[src/design/count_longest_increasing_subseq_macros.svh]
// Assertion helpers shared by the RTL files. Clock is clk, reset is rst.
`ifndef COUNT_LONGEST_INCREASING_SUBSEQ_MACROS_SVH
`define COUNT_LONGEST_INCREASING_SUBSEQ_MACROS_SVH
`ifndef SYNTHESIS
`define CLIS_CHECK(lbl, prop, msg) \
  lbl: assert property (@(posedge clk) disable iff (rst) prop) else $error(msg);
`define CLIS_CHECK_IMP(lbl, ante, cons, msg) \
  lbl: assert property (@(posedge clk) disable iff (rst) (ante) |-> (cons)) else $error(msg);
`define CLIS_CHECK_NEXT(lbl, ante, cons, msg) \
  lbl: assert property (@(posedge clk) disable iff (rst) (ante) |=> (cons)) else $error(msg);
`else
`define CLIS_CHECK(lbl, prop, msg)
`define CLIS_CHECK_IMP(lbl, ante, cons, msg)
`define CLIS_CHECK_NEXT(lbl, ante, cons, msg)
`endif
`endif

[src/design/clis_ram.sv]
`timescale 1ns / 1ps
module clis_ram #(
  parameter int WIDTH = 32,
  parameter int DEPTH = 64
) (
  input  logic                     clk,
  input  logic                     we,
  input  logic [$clog2(DEPTH)-1:0] waddr,
  input  logic [WIDTH-1:0]         wdata,
  input  logic                     re,
  input  logic [$clog2(DEPTH)-1:0] raddr,
  output logic [WIDTH-1:0]         rdata
);

  logic [WIDTH-1:0] mem [DEPTH];

  always_ff @(posedge clk) begin
    if (we) begin
      mem[waddr] <= wdata;
    end
    if (re) begin
      rdata <= mem[raddr];
    end
  end

endmodule

[config.mk]
export PLATFORM = sky130hd
export DESIGN_NAME = clis_ram
export DESIGN_NICKNAME = d
export VERILOG_FILES = /design/src/design/count_longest_increasing_subseq_macros.svh /design/src/design/clis_ram.sv
export SDC_FILE = /design/constraint.sdc
export NUM_CORES = 2
export LEC_CHECK = 0
export BUFFER_PORTS_ARGS = -buffer_cell sky130_fd_sc_hd__buf_2
export CORE_UTILIZATION = 60
export CTS_CLUSTER_DIAMETER = 100
export DETAILED_ROUTE_END_ITERATION = 6
export PLACE_DENSITY = 0.81
export SLEW_MARGIN = 15
export SYNTH_ARGS = -nofsm -noshare
export SYNTH_HDL_FRONTEND = slang
export SYNTH_SLANG_ARGS = --single-unit
[constraint.sdc]
create_clock -name clk -period 5.2 [get_ports clk]
set_clock_uncertainty 0.2 [all_clocks]
set_input_delay 1.3 -clock clk [delete_from_list [all_inputs] [get_ports clk]]
set_output_delay 1.3 -clock clk [all_outputs]
set_load 0.01 [all_outputs]
==> reports/results.ini <==
[floorplanning]
dieArea_um2 = 133000
die_y_um = 364
core_area_um2 = 130000
rows = 132
die-width_um = 364
initial_core_util_pct = 60.7
ios = 79

[power_and_ir_drop]
seq_power_share_pct = 55.2
power_density_nw_per_um2 = 382
p_leak_nw = 27.6
p_clk_share_pct = 39.6
swShare_pct = 21.8
ir_worst_vdd_mv = 0.383
p_sw_w = 0.00739
p_int_w = 0.0265
comb_power_share_pct = 5.2

[sta]
finalSetupViolCount = 0
slew_headroom_pct = 14.1
hold_violations = 0
tightest_slew_ns = 1.29
timing.fmax_mhz = 244
slew_viol_final = 0
fin_setup_tns_ns = 0
fin_crit_sh_pct = 78.7
min_period_ns = 4.09
grt_setup_unrepaired = false
layout_setup_ws_ns = 1.11

[routing]
avgViaCountPerCell = 7.30
postRouteAntennaNets = 0
finalWirelength_mm = 220
firstDrtPassIters = 6
num_vias = 40100
dr.first_iter.drc_count = 7258
drc = 0
wl_per_cell_um = 40.1

[run]
drv_cap = 0

[yosys]
synth-main-ff-cell = edfxtp_1
ys_types = 33
synthTopCellsByArea = edfxtp_1 79%, mux4_2 16%, mux2i_1 1.2%, o22ai_1 0.67%, nor2_1 0.65%
ys_warn_count = 0
synth_fp_nets = 3371
syn_inst = 3324
syn_area_per_cell_um2 = 23.7
syn_area_um2 = 78800
async_flop_share_pct = 0
synth_top_area_share_pct = 79.2
synth-seq-cells = 2080
yosys-top-cells-count = 2080 x edfxtp_1, 544 x mux4_2, 137 x nor2_1
synth-edff-count = 2080
yosysTopAreaCell = edfxtp_1
yosysMostFrequentCell = edfxtp_1
yosysSeqAreaShare_pct = 79.2

[final_layout]
nNetsFinal = 3639
multi_input_area_um2 = 16000
syn_to_final_growth_pct = 12.4
fill_cells = 7237
final_util_pct = 68.2
layout-drive-gt1-share_pct = 30.1
regArea_um2 = 62500

[global_routing]
grt.overflow.total = 0
grt_pass1_vias = 41100
grt_pass1_wl_mm = 308
track_usage_pct = 33.9
antenna_found_initial = 17
grt_max_degree = 66

[setup_path]
worst-path-buf-inv = 2
crit_chain = buf_8, buf_4, mux4_2, mux4_2, o22ai_1, nor2_1
crit_slowest_cell = o22ai_1
crit_top_cell = mux4_2
r2r_slack_ns = 2.17
reg2regPathDepth = 4
cp_slowest_stage_delay_ns = 0.76
cp_data_required_time_ns = 5.50
start_kind = primary input
crit_fanout = 29
path_delay_family = multiplexers
worstSetupEndpointType = flop
critical_path_class = primary input to flop
reg2reg_to = rdata[21]$_DFFE_PP_
r2r-start = mem[7][21]$_DFFE_PP_
arrival_ns = 4.39

[placement]
numPortBuffers = 78
routabilityCongestion = 0.830
dp_slack_ns = 0.486
dp_hpwl_mm = 114

[clock_network]
clockBufferDepth = 3
hold_buffers = 0
cts-root-buf = clkbuf_16
tritoncts = built
clk_pin_slew_ns = 0.06
clk_latency_ns = 0.85
tritoncts.num_buffers = 191
cts.sinks = 2080
cts_resized = 0
htreeDepth = 4
postCtsSetupRepairBufs = 0

[run_status]
status = finished, final reports clean

[min_path]
hold_start = mem[12][20]$_DFFE_PP_
hold_end = rdata[20]$_DFFE_PP_
holdCritPathClass = flop to flop
hold-path-cell-count = 4

[metrics by stage]
stage | hold slack, ns | instance area (µm²) | std cells | total power, W
finish | 0.641 | 88600 | 5500 | 0.0339
global route | 0.719 | 88600 | 5496 | 0.0345
CTS | 0.652 | 88600 | 5491 | 0.0338
detailed placement | 0.617 | 82700 | 5139 | 0.0207
global placement | 0.604 | 82700 | 5139 | 0.0206
floorplan | 0.550 | 78800 | 3324 | 0.0199
[worst register-to-register path, cell delays in order, from the launching register on]
cell	delay, ns
edfxtp_1	0.42
mux4_2	0.52
mux4_2	0.47
o22ai_1	0.91
nor2_1	0.21
[worst max-delay path by stage]
| stage | from | endpoint | slack, ns | cells past startpoint |
|---|---|---|---|---|
| floorplan | waddr[3] | mem[48][0]$_DFFE_PP_ | 0.54 | 4 |
| global placement | raddr[0] | rdata[30]$_DFFE_PP_ | 0.53 | 6 |
| detailed placement | raddr[0] | rdata[30]$_DFFE_PP_ | 0.49 | 6 |
| CTS | raddr[0] | rdata[30]$_DFFE_PP_ | 1.24 | 6 |
| global route | raddr[0] | rdata[30]$_DFFE_PP_ | 1.17 | 6 |
| finish | raddr[0] | rdata[30]$_DFFE_PP_ | 1.11 | 6 |
[final cells by class]
cell class / instances / share of cell area (%)
antenna: 7 / 0.0198
clock buffer: 235 / 5.67
clock inverter: 117 / 0.922
multi-input combinational: 1062 / 18.0
sequential: 2080 / 70.5
tap: 1742 / 2.46
timing repair buffer: 257 / 2.45
[routing by layer]
metal,vias to the layer above,share of wire [%],track usage [%]
li1,14800,-,-
met1,20500,31,43.5
met2,3928,49,54.3
met3,838,14,8.68
met4,8,5.8,17.4
met5,-,0.025,0
[registers in the layout, summed over array words and instances (netlist names)]
signal / count
mem: 2048
rdata: 32
[cells by family after synthesis]
family          Yosys count  synth area share [%]
compound gates          202                  1.67
buf+inv                 182                  1.12
flops                  2080                  79.2
mux                     637                  16.7
simple gates            223                  1.26
[power groups by stage]
stage                     Sequential [W]  Combinational (W)  Clock [W]
after floorplan                   0.0190           0.000903          0
after global placement            0.0190            0.00162          0
after detailed placement          0.0190            0.00167          0
after CTS                         0.0187            0.00173     0.0134
after global routing              0.0187            0.00182     0.0140
final                             0.0187            0.00177     0.0134
[placed cells by master (no fill, tap or decap), types with 8 or more instances in the layout]
cell	synthesis	layout
buf_4	25	158
a311oi_1	8	8
buf_12	0	29
a21oi_1	62	62
nor2b_1	15	15
clkinv_2	0	38
nor2_1	137	75
edfxtp_1	2080	2080
a22oi_1	12	12
mux4_2	544	544
mux2i_1	93	93
clkbuf_1	74	40
clkinv_1	0	54
o22ai_1	84	84
clkbuf_16	0	195
nand2_1	26	26
o221ai_1	27	27
clkinv_8	0	8
buf_2	57	66
nor2_4	0	62
No activity file was read; power rests on OpenSTA's default activity.
