### src/design/count_longest_increasing_subseq_macros.svh
// Assertion helpers shared by the RTL files. Clock is clk, reset is rst.
`ifndef COUNT_LONGEST_INCREASING_SUBSEQ_MACROS_SVH
`define COUNT_LONGEST_INCREASING_SUBSEQ_MACROS_SVH
`ifndef SYNTHESIS
`define CLIS_CHECK(lbl, prop, msg) \
  lbl: assert property (@(posedge clk) disable iff (rst) prop) else $error(msg);
`define CLIS_CHECK_IMP(lbl, ante, cons, msg) \
  lbl: assert property (@(posedge clk) disable iff (rst) (ante) |-> (cons)) else $error(msg);
`define CLIS_CHECK_NEXT(lbl, ante, cons, msg) \
  lbl: assert property (@(posedge clk) disable iff (rst) (ante) |=> (cons)) else $error(msg);
`else
`define CLIS_CHECK(lbl, prop, msg)
`define CLIS_CHECK_IMP(lbl, ante, cons, msg)
`define CLIS_CHECK_NEXT(lbl, ante, cons, msg)
`endif
`endif

### src/design/clis_pkg.sv
`timescale 1ns / 1ps
package clis_pkg;

  localparam int NUM_BUCKETS  = 64;
  localparam int BUCKET_DEPTH = 64;

  localparam int VALUE_W = 32;
  localparam int COUNT_W = 32;
  localparam int LEN_W   = 7;

  localparam int BKT_AW = $clog2(NUM_BUCKETS);
  localparam int OFF_W  = $clog2(BUCKET_DEPTH);
  localparam int ENT_AW = $clog2(NUM_BUCKETS * BUCKET_DEPTH);
  localparam int FILL_W = $clog2(BUCKET_DEPTH + 1);
  localparam int USE_W  = $clog2(NUM_BUCKETS + 1);
  localparam int IDX_W  = (FILL_W > USE_W) ? FILL_W : USE_W;

  // per-bucket record: entry count and most recent (smallest) value
  typedef struct packed {
    logic [FILL_W-1:0]         fill;
    logic signed [VALUE_W-1:0] tail;
  } bucket_word_t;

  // per-entry record: value and running prefix sum of path counts
  typedef struct packed {
    logic signed [VALUE_W-1:0] value;
    logic [COUNT_W-1:0]        prefix;
  } entry_word_t;

  // control from the sequencer to the search unit
  typedef struct packed {
    logic             init;
    logic             step;
    logic             descend;
    logic [IDX_W-1:0] bound;
  } srch_ctl_t;

endpackage

### src/design/clis_search.sv
`timescale 1ns / 1ps
`include "count_longest_increasing_subseq_macros.svh"
module clis_search (
  input  logic                               clk,
  input  logic                               rst,
  input  clis_pkg::srch_ctl_t                ctl,
  input  logic signed [clis_pkg::VALUE_W-1:0] key,
  input  logic signed [clis_pkg::VALUE_W-1:0] probe,
  output logic [clis_pkg::IDX_W-1:0]         mid,
  output logic [clis_pkg::IDX_W-1:0]         lo_out,
  output logic                               done
);
  import clis_pkg::*;

  logic [IDX_W-1:0] lo;
  logic [IDX_W-1:0] hi;
  logic             descend;
  logic             go_right;

  assign mid    = lo + ((hi - lo) >> 1);
  assign lo_out = lo;
  assign done   = !(lo < hi);

  // ascending tails: move right while probe < key
  // descending entries: move right while probe >= key
  assign go_right = (probe < key) ^ descend;

  always_ff @(posedge clk) begin
    if (rst) begin
      lo      <= '0;
      hi      <= '0;
      descend <= 1'b0;
    end else if (ctl.init) begin
      lo      <= '0;
      hi      <= ctl.bound;
      descend <= ctl.descend;
    end else if (ctl.step) begin
      if (go_right) begin
        lo <= mid + IDX_W'(1);
      end else begin
        hi <= mid;
      end
    end
  end

  `CLIS_CHECK(a_srch_order, lo <= hi, "search window inverted")
  `CLIS_CHECK_IMP(a_srch_live, ctl.step, !done, "search step after window closed")
  `CLIS_CHECK_NEXT(a_srch_shrink, ctl.step && !ctl.init, (hi - lo) < $past(hi - lo),
    "search window did not shrink")

endmodule

### config.mk
export PLATFORM = sky130hd
export DESIGN_NAME = clis_search
export DESIGN_NICKNAME = d
export VERILOG_FILES = /design/src/design/clis_pkg.sv /design/src/design/clis_search.sv
export VERILOG_INCLUDE_DIRS = /design/src /design/src/design
export SDC_FILE = /design/constraint.sdc
export NUM_CORES = 1
export LEC_CHECK = 0
export BUFFER_PORTS_ARGS = -buffer_cell sky130_fd_sc_hd__buf_2
export CAP_MARGIN = 20
export CORE_MARGIN = 3
export CORE_UTILIZATION = 28
export DETAILED_ROUTE_END_ITERATION = 6
export MAX_ROUTING_LAYER = met4
export PLACE_DENSITY = 0.62
export SLEW_MARGIN = 20
export SYNTH_ARGS = -nofsm -noshare
export SYNTH_HDL_FRONTEND = slang
export SYNTH_SLANG_ARGS = --single-unit
### constraint.sdc
create_clock -name clk -period 3.3 [get_ports clk]
set_input_delay 0.66 -clock clk [delete_from_list [all_inputs] [get_ports clk]]
set_output_delay 0.66 -clock clk [all_outputs]
set_load 0.01 [all_outputs]
==> results.cfg, run 1 <==
[run_status]
status = finished with violations
failed_checks = setup timing

[placement]
io_buffers = 90
dp_slack_ns = -0.0875
dpl-instance-area_um2 = 2900
gp_congestion = 0.834
dp_hpwl_um = 5160

[clocking]
path_clk_slew_ns = 0.06
clk_latency_ns = 0.25
cts_tree = yes
cts_htree_levels = 1
cts_root_buf = clkbuf_8
cts_max_path_buffers = 2
cts_buffers = 3
hold_buffers = 0
numClockSinks = 15

[synthesis]
yosys.area.top_type = ha_1
async_reset_ff_share_pct = 0
synth_most_common_cell = inv_1
syn_inst = 279
yosysUniqueCellTypes = 55
synth-edff-count = 0
ys.flop_type = dfxtp_1
syn_nets = 402
synth_warnings = 0
yosysSeqAreaShare_pct = 13.7
syn_area_per_cell_um2 = 7.88
synth_top_area_share_pct = 25.6
synth.area.top_cells = ha_1 26%, dfxtp_1 14%, inv_1 9.0%
synth_area_um2 = 2200
synth_seq_cells = 15
synth_commonest_cells = 53 x inv_1, 45 x ha_1, 24 x a21oi_1

[power]
ir_drop_uv = 186
internal-power_mw = 0.861
clockPowerShare_pct = 10.3
leakagePower_nw = 1.73
seqPwrFrac_pct = 14.8
switching_power_mw = 0.609
switching_share_pct = 41.4
combPwrFrac_pct = 74.8
powerDensity_nw_per_um2 = 457
power_mw = 1.47

[setup_path]
critPathCaptureType = output pin
cp-start-kind = flop
reg2reg_from = hi[0]$_SDFFE_PP0P_
setup.worst_path.start = hi[0]$_SDFFE_PP0P_
critPathKind = reg2out
critPathRequiredTime_ns = 2.64
cp_max_fo = 2
arrival_ns = 2.90

[routing]
vias = 2349
drc = 0
first_iter_violations = 53
ant_nets = 0
avgViaCountPerCell = 4.75
firstDrtPassIters = 4
routed_wl_um = 6220
post_drt_wl_per_cell_um = 12.6

[floorplanning]
start_util_pct = 29.5
dieArea_um2 = 8950
fp.dieH_um = 94.6
design.core.area_um2 = 7450
rows = 31
num_io_pins = 91
die_w_um = 94.6

[cells_and_area]
antenna_cells = 0
regArea_um2 = 305
nFillCells = 776
postLayoutCellArea_um2 = 3220
syn2layout_area_growth_pct = 46.4
drive_above_1_share_pct = 43.7
multi_input_comb_area_um2 = 1850
fin_nets = 520

[global_route]
grt_max_degree = 23
first_global_vias = 2456
antenna_found_initial = 0
grt_pass1_wl_um = 10300
grt.total_usage_pct = 14.3
grt-ovfl-total = 0

[timing]
grt_setup_unrepaired = yes
slew_violations = 0
finalSetupViolCount = 3
hold_viol = 0
timing.final.crit_share_pct = 108
setup_ws_ns = -0.261
max_slew.worst_pin.slew_ns = 0.413
relSlewSlack_pct = 72.3
fin_skew_ns = 0.00443
period_minus_slack_ns = 3.56
whs_ns = 0.544
max_freq_mhz = 281

[hold_path]
holdCritPathClass = reg2reg
min-delay-start = hi[6]$_SDFFE_PP0P_

[flow_run]
cap_violations = 0
-- placed cells by master (no fill, tap or decap), types with 2 or more instances in the layout --
cell	count
a21o_1	7
a21oi_1	19
a21oi_2	5
a21oi_4	2
a31o_1	3
a31o_2	2
a31oi_1	3
and3_1	2
and4_1	3
buf_2	89
buf_4	29
buf_6	3
clkbuf_8	3
dfxtp_1	11
dfxtp_2	4
fa_2	2
ha_1	41
ha_4	3
inv_1	49
inv_2	4
nand2_1	15
nand2b_1	2
nand3_1	6
nand4_1	7
nor2_1	11
nor3_1	4
o211ai_1	3
o21ai_0	6
o21ai_1	3
o21ai_2	2
o311a_1	6
xnor2_1	4
xnor2_2	2
xor2_1	5
xor2_2	2
-- sequential cells by signal (all words and copies together) (netlist names) --
name,flops
descend,1
hi,7
lo_out,7
-- stage by stage --
stage,util [%],TNS [ns],instances
final,43.2,-0.631,495
after global routing,43.2,-1.33,495
after CTS,41.0,-0.434,490
after detailed placement,39.0,-0.175,482
after global placement,39.0,-0.0772,482
after floorplan,-,0,279
-- final timing paths --
| check | endpoint | slack, ns | cells past startpoint |
|---|---|---|---|
| worst max-delay path | mid[5] | -0.26 | 15 |
| worst min-delay path | hi[6]$_SDFFE_PP0P_ | 0.54 | 1 |
| worst max register to register | lo_out[6]$_SDFFE_PP0P_ | 0.03 | 20 |
| worst min register to register | hi[6]$_SDFFE_PP0P_ | 0.54 | 1 |
-- layer usage --
metal  wire length, µm  up-vias  GRT usage, %
met5                 0        -             -
met4                51        0          3.25
met3               242        6          1.59
met1              2680     1068          16.5
met2              3250       49          26.4
li1                  -     1226             -
-- what timing repair did --
item / 4_1_cts / 5_1_grt
buffers inserted: 4 / 5
pin swaps: 12 / 16
resized for setup: 23 / 23
cloned: 0 / 0
endpoints found under the setup margin: 5 / 7
-- power groups by stage --
stage	registers (mW)	clock network, mW	logic (mW)
6_report	0.218	0.152	1.10
3_5_place_dp	0.218	0	0.858
2_1_floorplan	0.219	0	0.506
3_3_place_gp	0.218	0	0.847
4_1_cts	0.215	0.155	0.960
5_1_grt	0.220	0.165	1.21
-- critical path: stages, from the launching register on --
cell and delay [ns]:
dfxtp_2 0.32, inv_2 0.06, ha_4 0.14, inv_2 0.04, fa_2 0.38, nand2_1 0.07
nand2_1 0.06, a21oi_2 0.13, buf_4 0.13, xnor2_2 0.05, ha_1 0.31, inv_2 0.06
buf_6 0.11, or4b_4 0.52, o2111ai_2 0.10, buf_2 0.16
-- logic make-up (layout without fill, tap and decap cells) --
logic type	count (synthesis)	in the layout	share of synthesized area, %
xor+xnor	14	14	5.58
buf+inv	61	178	11.0
fa+ha+maj	47	47	27.4
compound gates	77	77	24.8
simple gates	64	64	17.1
mux	1	1	0.455
flops	15	15	13.7
-- area by class of cell --
cell class                      count  area share (%)
Tap cell                           99            3.85
Clock buffer                        4            1.40
Timing Repair Buffer              121            21.7
Inverter                           53            6.18
Multi-Input combinational cell    203            57.4
Sequential cell                    15            9.49
Power figures use the tool's default switching activity.
==> run 2: changes to the inputs <==
Settings changed: CAP_MARGIN 20 to default, SETUP_SLACK_MARGIN from default to 0.15.
==> run 2 against run 1 <==
The flow still finishes with violations (setup timing). Total power shrank 5.5%. Sequential power about the same. Via count shrank 0.89%. Clock skew fell by 0.0025 ns. Cell area fell by 1.7%. Critical path depth decreased by 1. Setup slack better by 0.0010 ns. Largest cell class unchanged.
==> results.cfg, run 2 (synthesis results as in run 1) <==
[timing]
timing.final.crit_share_pct = 108
slew_violations = 0
fin_skew_ns = 0.00192
period_minus_slack_ns = 3.56
max_freq_mhz = 281
hold_viol = 0
setup_ws_ns = -0.260
finalSetupViolCount = 2
grt_setup_unrepaired = yes
relSlewSlack_pct = 73.2
whs_ns = 0.532
max_slew.worst_pin.slew_ns = 0.400

[clocking]
cts_root_buf = clkbuf_8
path_clk_slew_ns = 0.06
numClockSinks = 15
cts_htree_levels = 1
clk_latency_ns = 0.25
cts_max_path_buffers = 2
cts_tree = yes
cts_buffers = 3

[global_route]
grt_max_degree = 23
grt_pass1_wl_um = 9370
first_global_vias = 2183
antenna_found_initial = 0
grt-ovfl-total = 0
grt.total_usage_pct = 13.2

[setup_path]
cpMaxStageDelayCell = or4b_4
critPathRequiredTime_ns = 2.64
cp_max_fo = 5
cp-start-kind = flop
crit_path_max_incr_delay_ns = 0.51
arrival_ns = 2.90
crit_chain = inv_2 > ha_4 > inv_2 > fa_2 > nand2_2 > nand2_2 > a21oi_2 > o21bai_1 > a21oi_2 > xnor2_1 > ha_2 > or4b_4 > o2111ai_4 > buf_6
critPathTopFamily = adder cells
worst-path-buf-inv = 3
critPathKind = reg2out
critPathCaptureType = output pin

[floorplanning]
design.core.area_um2 = 7450
rows = 31
dieArea_um2 = 8950
num_io_pins = 91
die_w_um = 94.6
start_util_pct = 29.5
fp.dieH_um = 94.6

[routing]
avgViaCountPerCell = 4.77
routed_wl_um = 5950
first_iter_violations = 45
vias = 2328
firstDrtPassIters = 4
drc = 0
ant_nets = 0
post_drt_wl_per_cell_um = 12.2

[power]
leakagePower_nw = 1.69
powerDensity_nw_per_um2 = 439
power_mw = 1.39
ir_drop_uv = 174

[run_status]
failed_checks = setup timing
status = finished with violations

[cells_and_area]
final_cell_mix = 89 x buf_2, 49 x inv_1, 40 x ha_1, 22 x buf_4, 20 x a21oi_1
fin_nets = 513
syn2layout_area_growth_pct = 43.9
antenna_cells = 0
postLayoutCellArea_um2 = 3160
layout_commonest_cell = buf_2
finalNonFillerCells = 488
drive_above_1_share_pct = 42.4

[placement]
dp_slack_ns = -0.0741
dpl-instance-area_um2 = 2870
dp_hpwl_um = 4940
gp_congestion = 0.867
io_buffers = 90
dp.cells = 475

[flow_run]
cap_violations = 0

[hold_path]
holdCritPathClass = reg2reg
==> run 2: changes by cell type in the layout (fill, tap and decap cells not counted), sizes merged <==
cell	before	now
buf	121	114
==> run 2: final cells by class <==
| class | instances | area, µm² |
|---|---|---|
| Multi-Input combinational cell | 203 | 1840 |
| Sequential cell | 15 | 309 |
| Timing Repair Buffer | 114 | 644 |
| Fill cell | 784 | 4280 |
| Tap cell | 99 | 124 |
| Inverter | 53 | 201 |
| Clock buffer | 4 | 45.0 |
==> run 2: through the flow <==
stage / utilization [%] / TNS [ns]
6_report: 42.5 / -0.467
5_1_grt: 42.5 / -1.04
4_1_cts: 40.1 / -0.416
3_5_place_dp: 38.6 / -0.0965
3_3_place_gp: 38.6 / -0.0154
2_1_floorplan: - / 0
==> run 2: per-layer routing <==
| layer | part of all wire [%] | GRT usage [%] | wire [µm] | up-vias |
|---|---|---|---|---|
| met5 | 0 | - | 0 | - |
| met4 | 0.52 | 2.52 | 31 | 0 |
| met3 | 4.2 | 1.75 | 250 | 3 |
| met2 | 52 | 23.2 | 3080 | 51 |
| met1 | 44 | 16.1 | 2590 | 1058 |
| li1 | - | - | - | 1216 |
==> run 2: power breakdown <==
part	switching, mW	internal (mW)	total [mW]	leakage, nW
clock network	0.0661	0.0857	0.152	0.0228
logic	0.507	0.511	1.02	1.54
registers	0.0177	0.201	0.219	0.126
==> run 2: what timing repair did <==
action | 4_1_cts | 5_1_grt
pin swaps | 6 | 18
buffers inserted | 4 | 5
endpoints found under the setup margin | 5 | 7
gates resized for setup | 13 | 28
hold buffers | 0 | 0
==> run 2: final timing paths <==
check	depth (start not counted)	slack, ns	end	from
worst max-delay path	14	-0.26	mid[5]	hi[0]$_SDFFE_PP0P_
worst min-delay path	1	0.53	hi[3]$_SDFFE_PP0P_	hi[3]$_SDFFE_PP0P_
worst max register to register	18	0.08	lo_out[6]$_SDFFE_PP0P_	hi[0]$_SDFFE_PP0P_
worst min register to register	1	0.53	hi[3]$_SDFFE_PP0P_	hi[3]$_SDFFE_PP0P_
==> run 3: changes to the inputs <==
Settings changed: CORE_UTILIZATION 28 to 30, PLACE_DENSITY 0.62 to 0.65.
==> run 3 against run 2 <==
The run still ends with setup timing left. Non-clock buffer count up 8. Final cell count up 1.0%. Setup slack got worse by 0.061 ns. Register-to-register slack got worse by 0.28 ns. Global-route usage grew 0.66 points. Routed wire length is 3.2% higher. Clock power is essentially flat. Maximum frequency shrank 1.7%. Total power up 18%. Count of clock-buffer cells in the layout is the same. Cell area up 4.4%. Critical path type unchanged. Highest routed layer unchanged.
==> results.cfg, run 3 (synthesis results as in run 1) <==
[cells_and_area]
drive_above_1_share_pct = 44.1
postLayoutCellArea_um2 = 3300
multi_input_comb_area_um2 = 1880
layout_commonest_cell = buf_2
syn2layout_area_growth_pct = 50.2
regArea_um2 = 308
fin_nets = 521
final_cell_mix = 88 x buf_2, 49 x inv_1, 41 x ha_1, 22 x buf_4, 20 x a21oi_1
nFillCells = 674
antenna_cells = 0

[floorplanning]
rows = 30
design.core.area_um2 = 6940
dieArea_um2 = 8390
fp.dieH_um = 91.6
die_w_um = 91.6
start_util_pct = 31.7
num_io_pins = 91

[timing]
relSlewSlack_pct = 73.8
max_freq_mhz = 276
hold_viol = 0
max_slew.worst_pin.slew_ns = 0.391
setup_ws_ns = -0.321
slew_violations = 0
whs_ns = 0.547
period_minus_slack_ns = 3.62
timing.final.crit_share_pct = 110
fin_skew_ns = 0.00386
finalSetupViolCount = 5
grt_setup_unrepaired = yes
tns_ns = -1.02

[placement]
io_buffers = 90
dp_hpwl_um = 4870
gp_congestion = 0.809
dp_slack_ns = -0.230
dpl-instance-area_um2 = 2880

[routing]
vias = 2378
avgViaCountPerCell = 4.82
first_iter_violations = 77
post_drt_wl_per_cell_um = 12.5
ant_nets = 0
firstDrtPassIters = 4
drc = 0
routed_wl_um = 6140

[clocking]
cts_max_path_buffers = 2
cts_tree = yes
numClockSinks = 15
cts_buffers = 3
cts_root_buf = clkbuf_8
clk_latency_ns = 0.25
cts_htree_levels = 1
hold_buffers = 0
path_clk_slew_ns = 0.06

[hold_path]
holdCritPathClass = reg2reg

[setup_path]
critPathKind = reg2out
cp_max_fo = 3
critPathCaptureType = output pin
crit_chain = inv_2 > ha_4 > inv_2 > fa_2 > nand2_1 > nand2_1 > a21oi_2 > o21bai_1 > a21oi_2 > xnor2_1 > ha_1 > buf_6 > or4b_4 > o2111ai_4 > buf_6
critPathRequiredTime_ns = 2.64
arrival_ns = 2.96
crit_path_max_incr_delay_ns = 0.49
cpMaxStageDelayCell = or4b_4
cp-start-kind = flop

[run_status]
failed_checks = setup timing
status = finished with violations

[global_route]
first_global_vias = 2257
grt.total_usage_pct = 13.8
grt_pass1_wl_um = 9680
grt_max_degree = 23
grt-ovfl-total = 0
antenna_found_initial = 0

[power]
ir_drop_uv = 203
leakagePower_nw = 1.76
powerDensity_nw_per_um2 = 495

[flow_run]
cap_violations = 0
-- run 3: path summary, 6_finish.rpt --
path / startpoint / endpoint / slack [ns] / cells past startpoint
worst max register to register: hi[0]$_SDFFE_PP0P_ / lo_out[6]$_SDFFE_PP0P_ / -0.20 / 22
worst max-delay path: hi[0]$_SDFFE_PP0P_ / mid[5] / -0.32 / 15
worst min-delay path: hi[4]$_SDFFE_PP0P_ / hi[4]$_SDFFE_PP0P_ / 0.55 / 1
worst min register to register: hi[4]$_SDFFE_PP0P_ / hi[4]$_SDFFE_PP0P_ / 0.55 / 1
-- run 3: timing repair --
| item | 4_1_cts | 5_1_grt |
|---|---|---|
| endpoints found under the hold margin | 0 | 0 |
| pin swaps | 6 | 20 |
| resized for setup | 19 | 38 |
| setup buffers | 6 | 9 |
| setup endpoints to repair | 6 | 9 |
-- run 3: metrics by stage --
step	cells	power, mW	util [%]
CTS	484	1.32	44.0
floorplan	279	0.750	-
finish	493	1.63	47.5
global placement	474	1.03	41.5
detailed placement	474	1.05	41.5
global route	493	1.75	47.5
-- run 3: final cells by class --
cell class | instances | share of cell area, %
well taps | 96 | 3.64
repair buffers | 122 | 22.4
clock buffers | 4 | 1.36
inverters | 53 | 6.18
multi-input cells | 203 | 57.1
flip-flops and latches | 15 | 9.32
-- run 3: worst max-delay path, delay by kind of cell, from the launching register on --
family | cells | cell delay [ns]
AOI/OAI and AO/OA | 4 | 0.50
xor gates and xnor gates | 1 | 0.14
adders and majority gates | 3 | 0.75
buffers and inverters | 4 | 0.38
DFF | 1 | 0.32
and+or+nand+nor | 3 | 0.63
-- run 3: per-layer routing --
layer  track usage, %  part of all wire (%)
met3             1.57                   4.4
met1             17.8                    45
met5                -                     0
met4             3.52                   1.6
met2             22.9                    49
-- run 3: where the power goes --
group          internal, mW  total (mW)  switching (mW)
Combinational         0.673        1.27           0.592
Clock                0.0856       0.152          0.0667
Sequential            0.201       0.217          0.0155
Total                 0.960        1.63           0.674
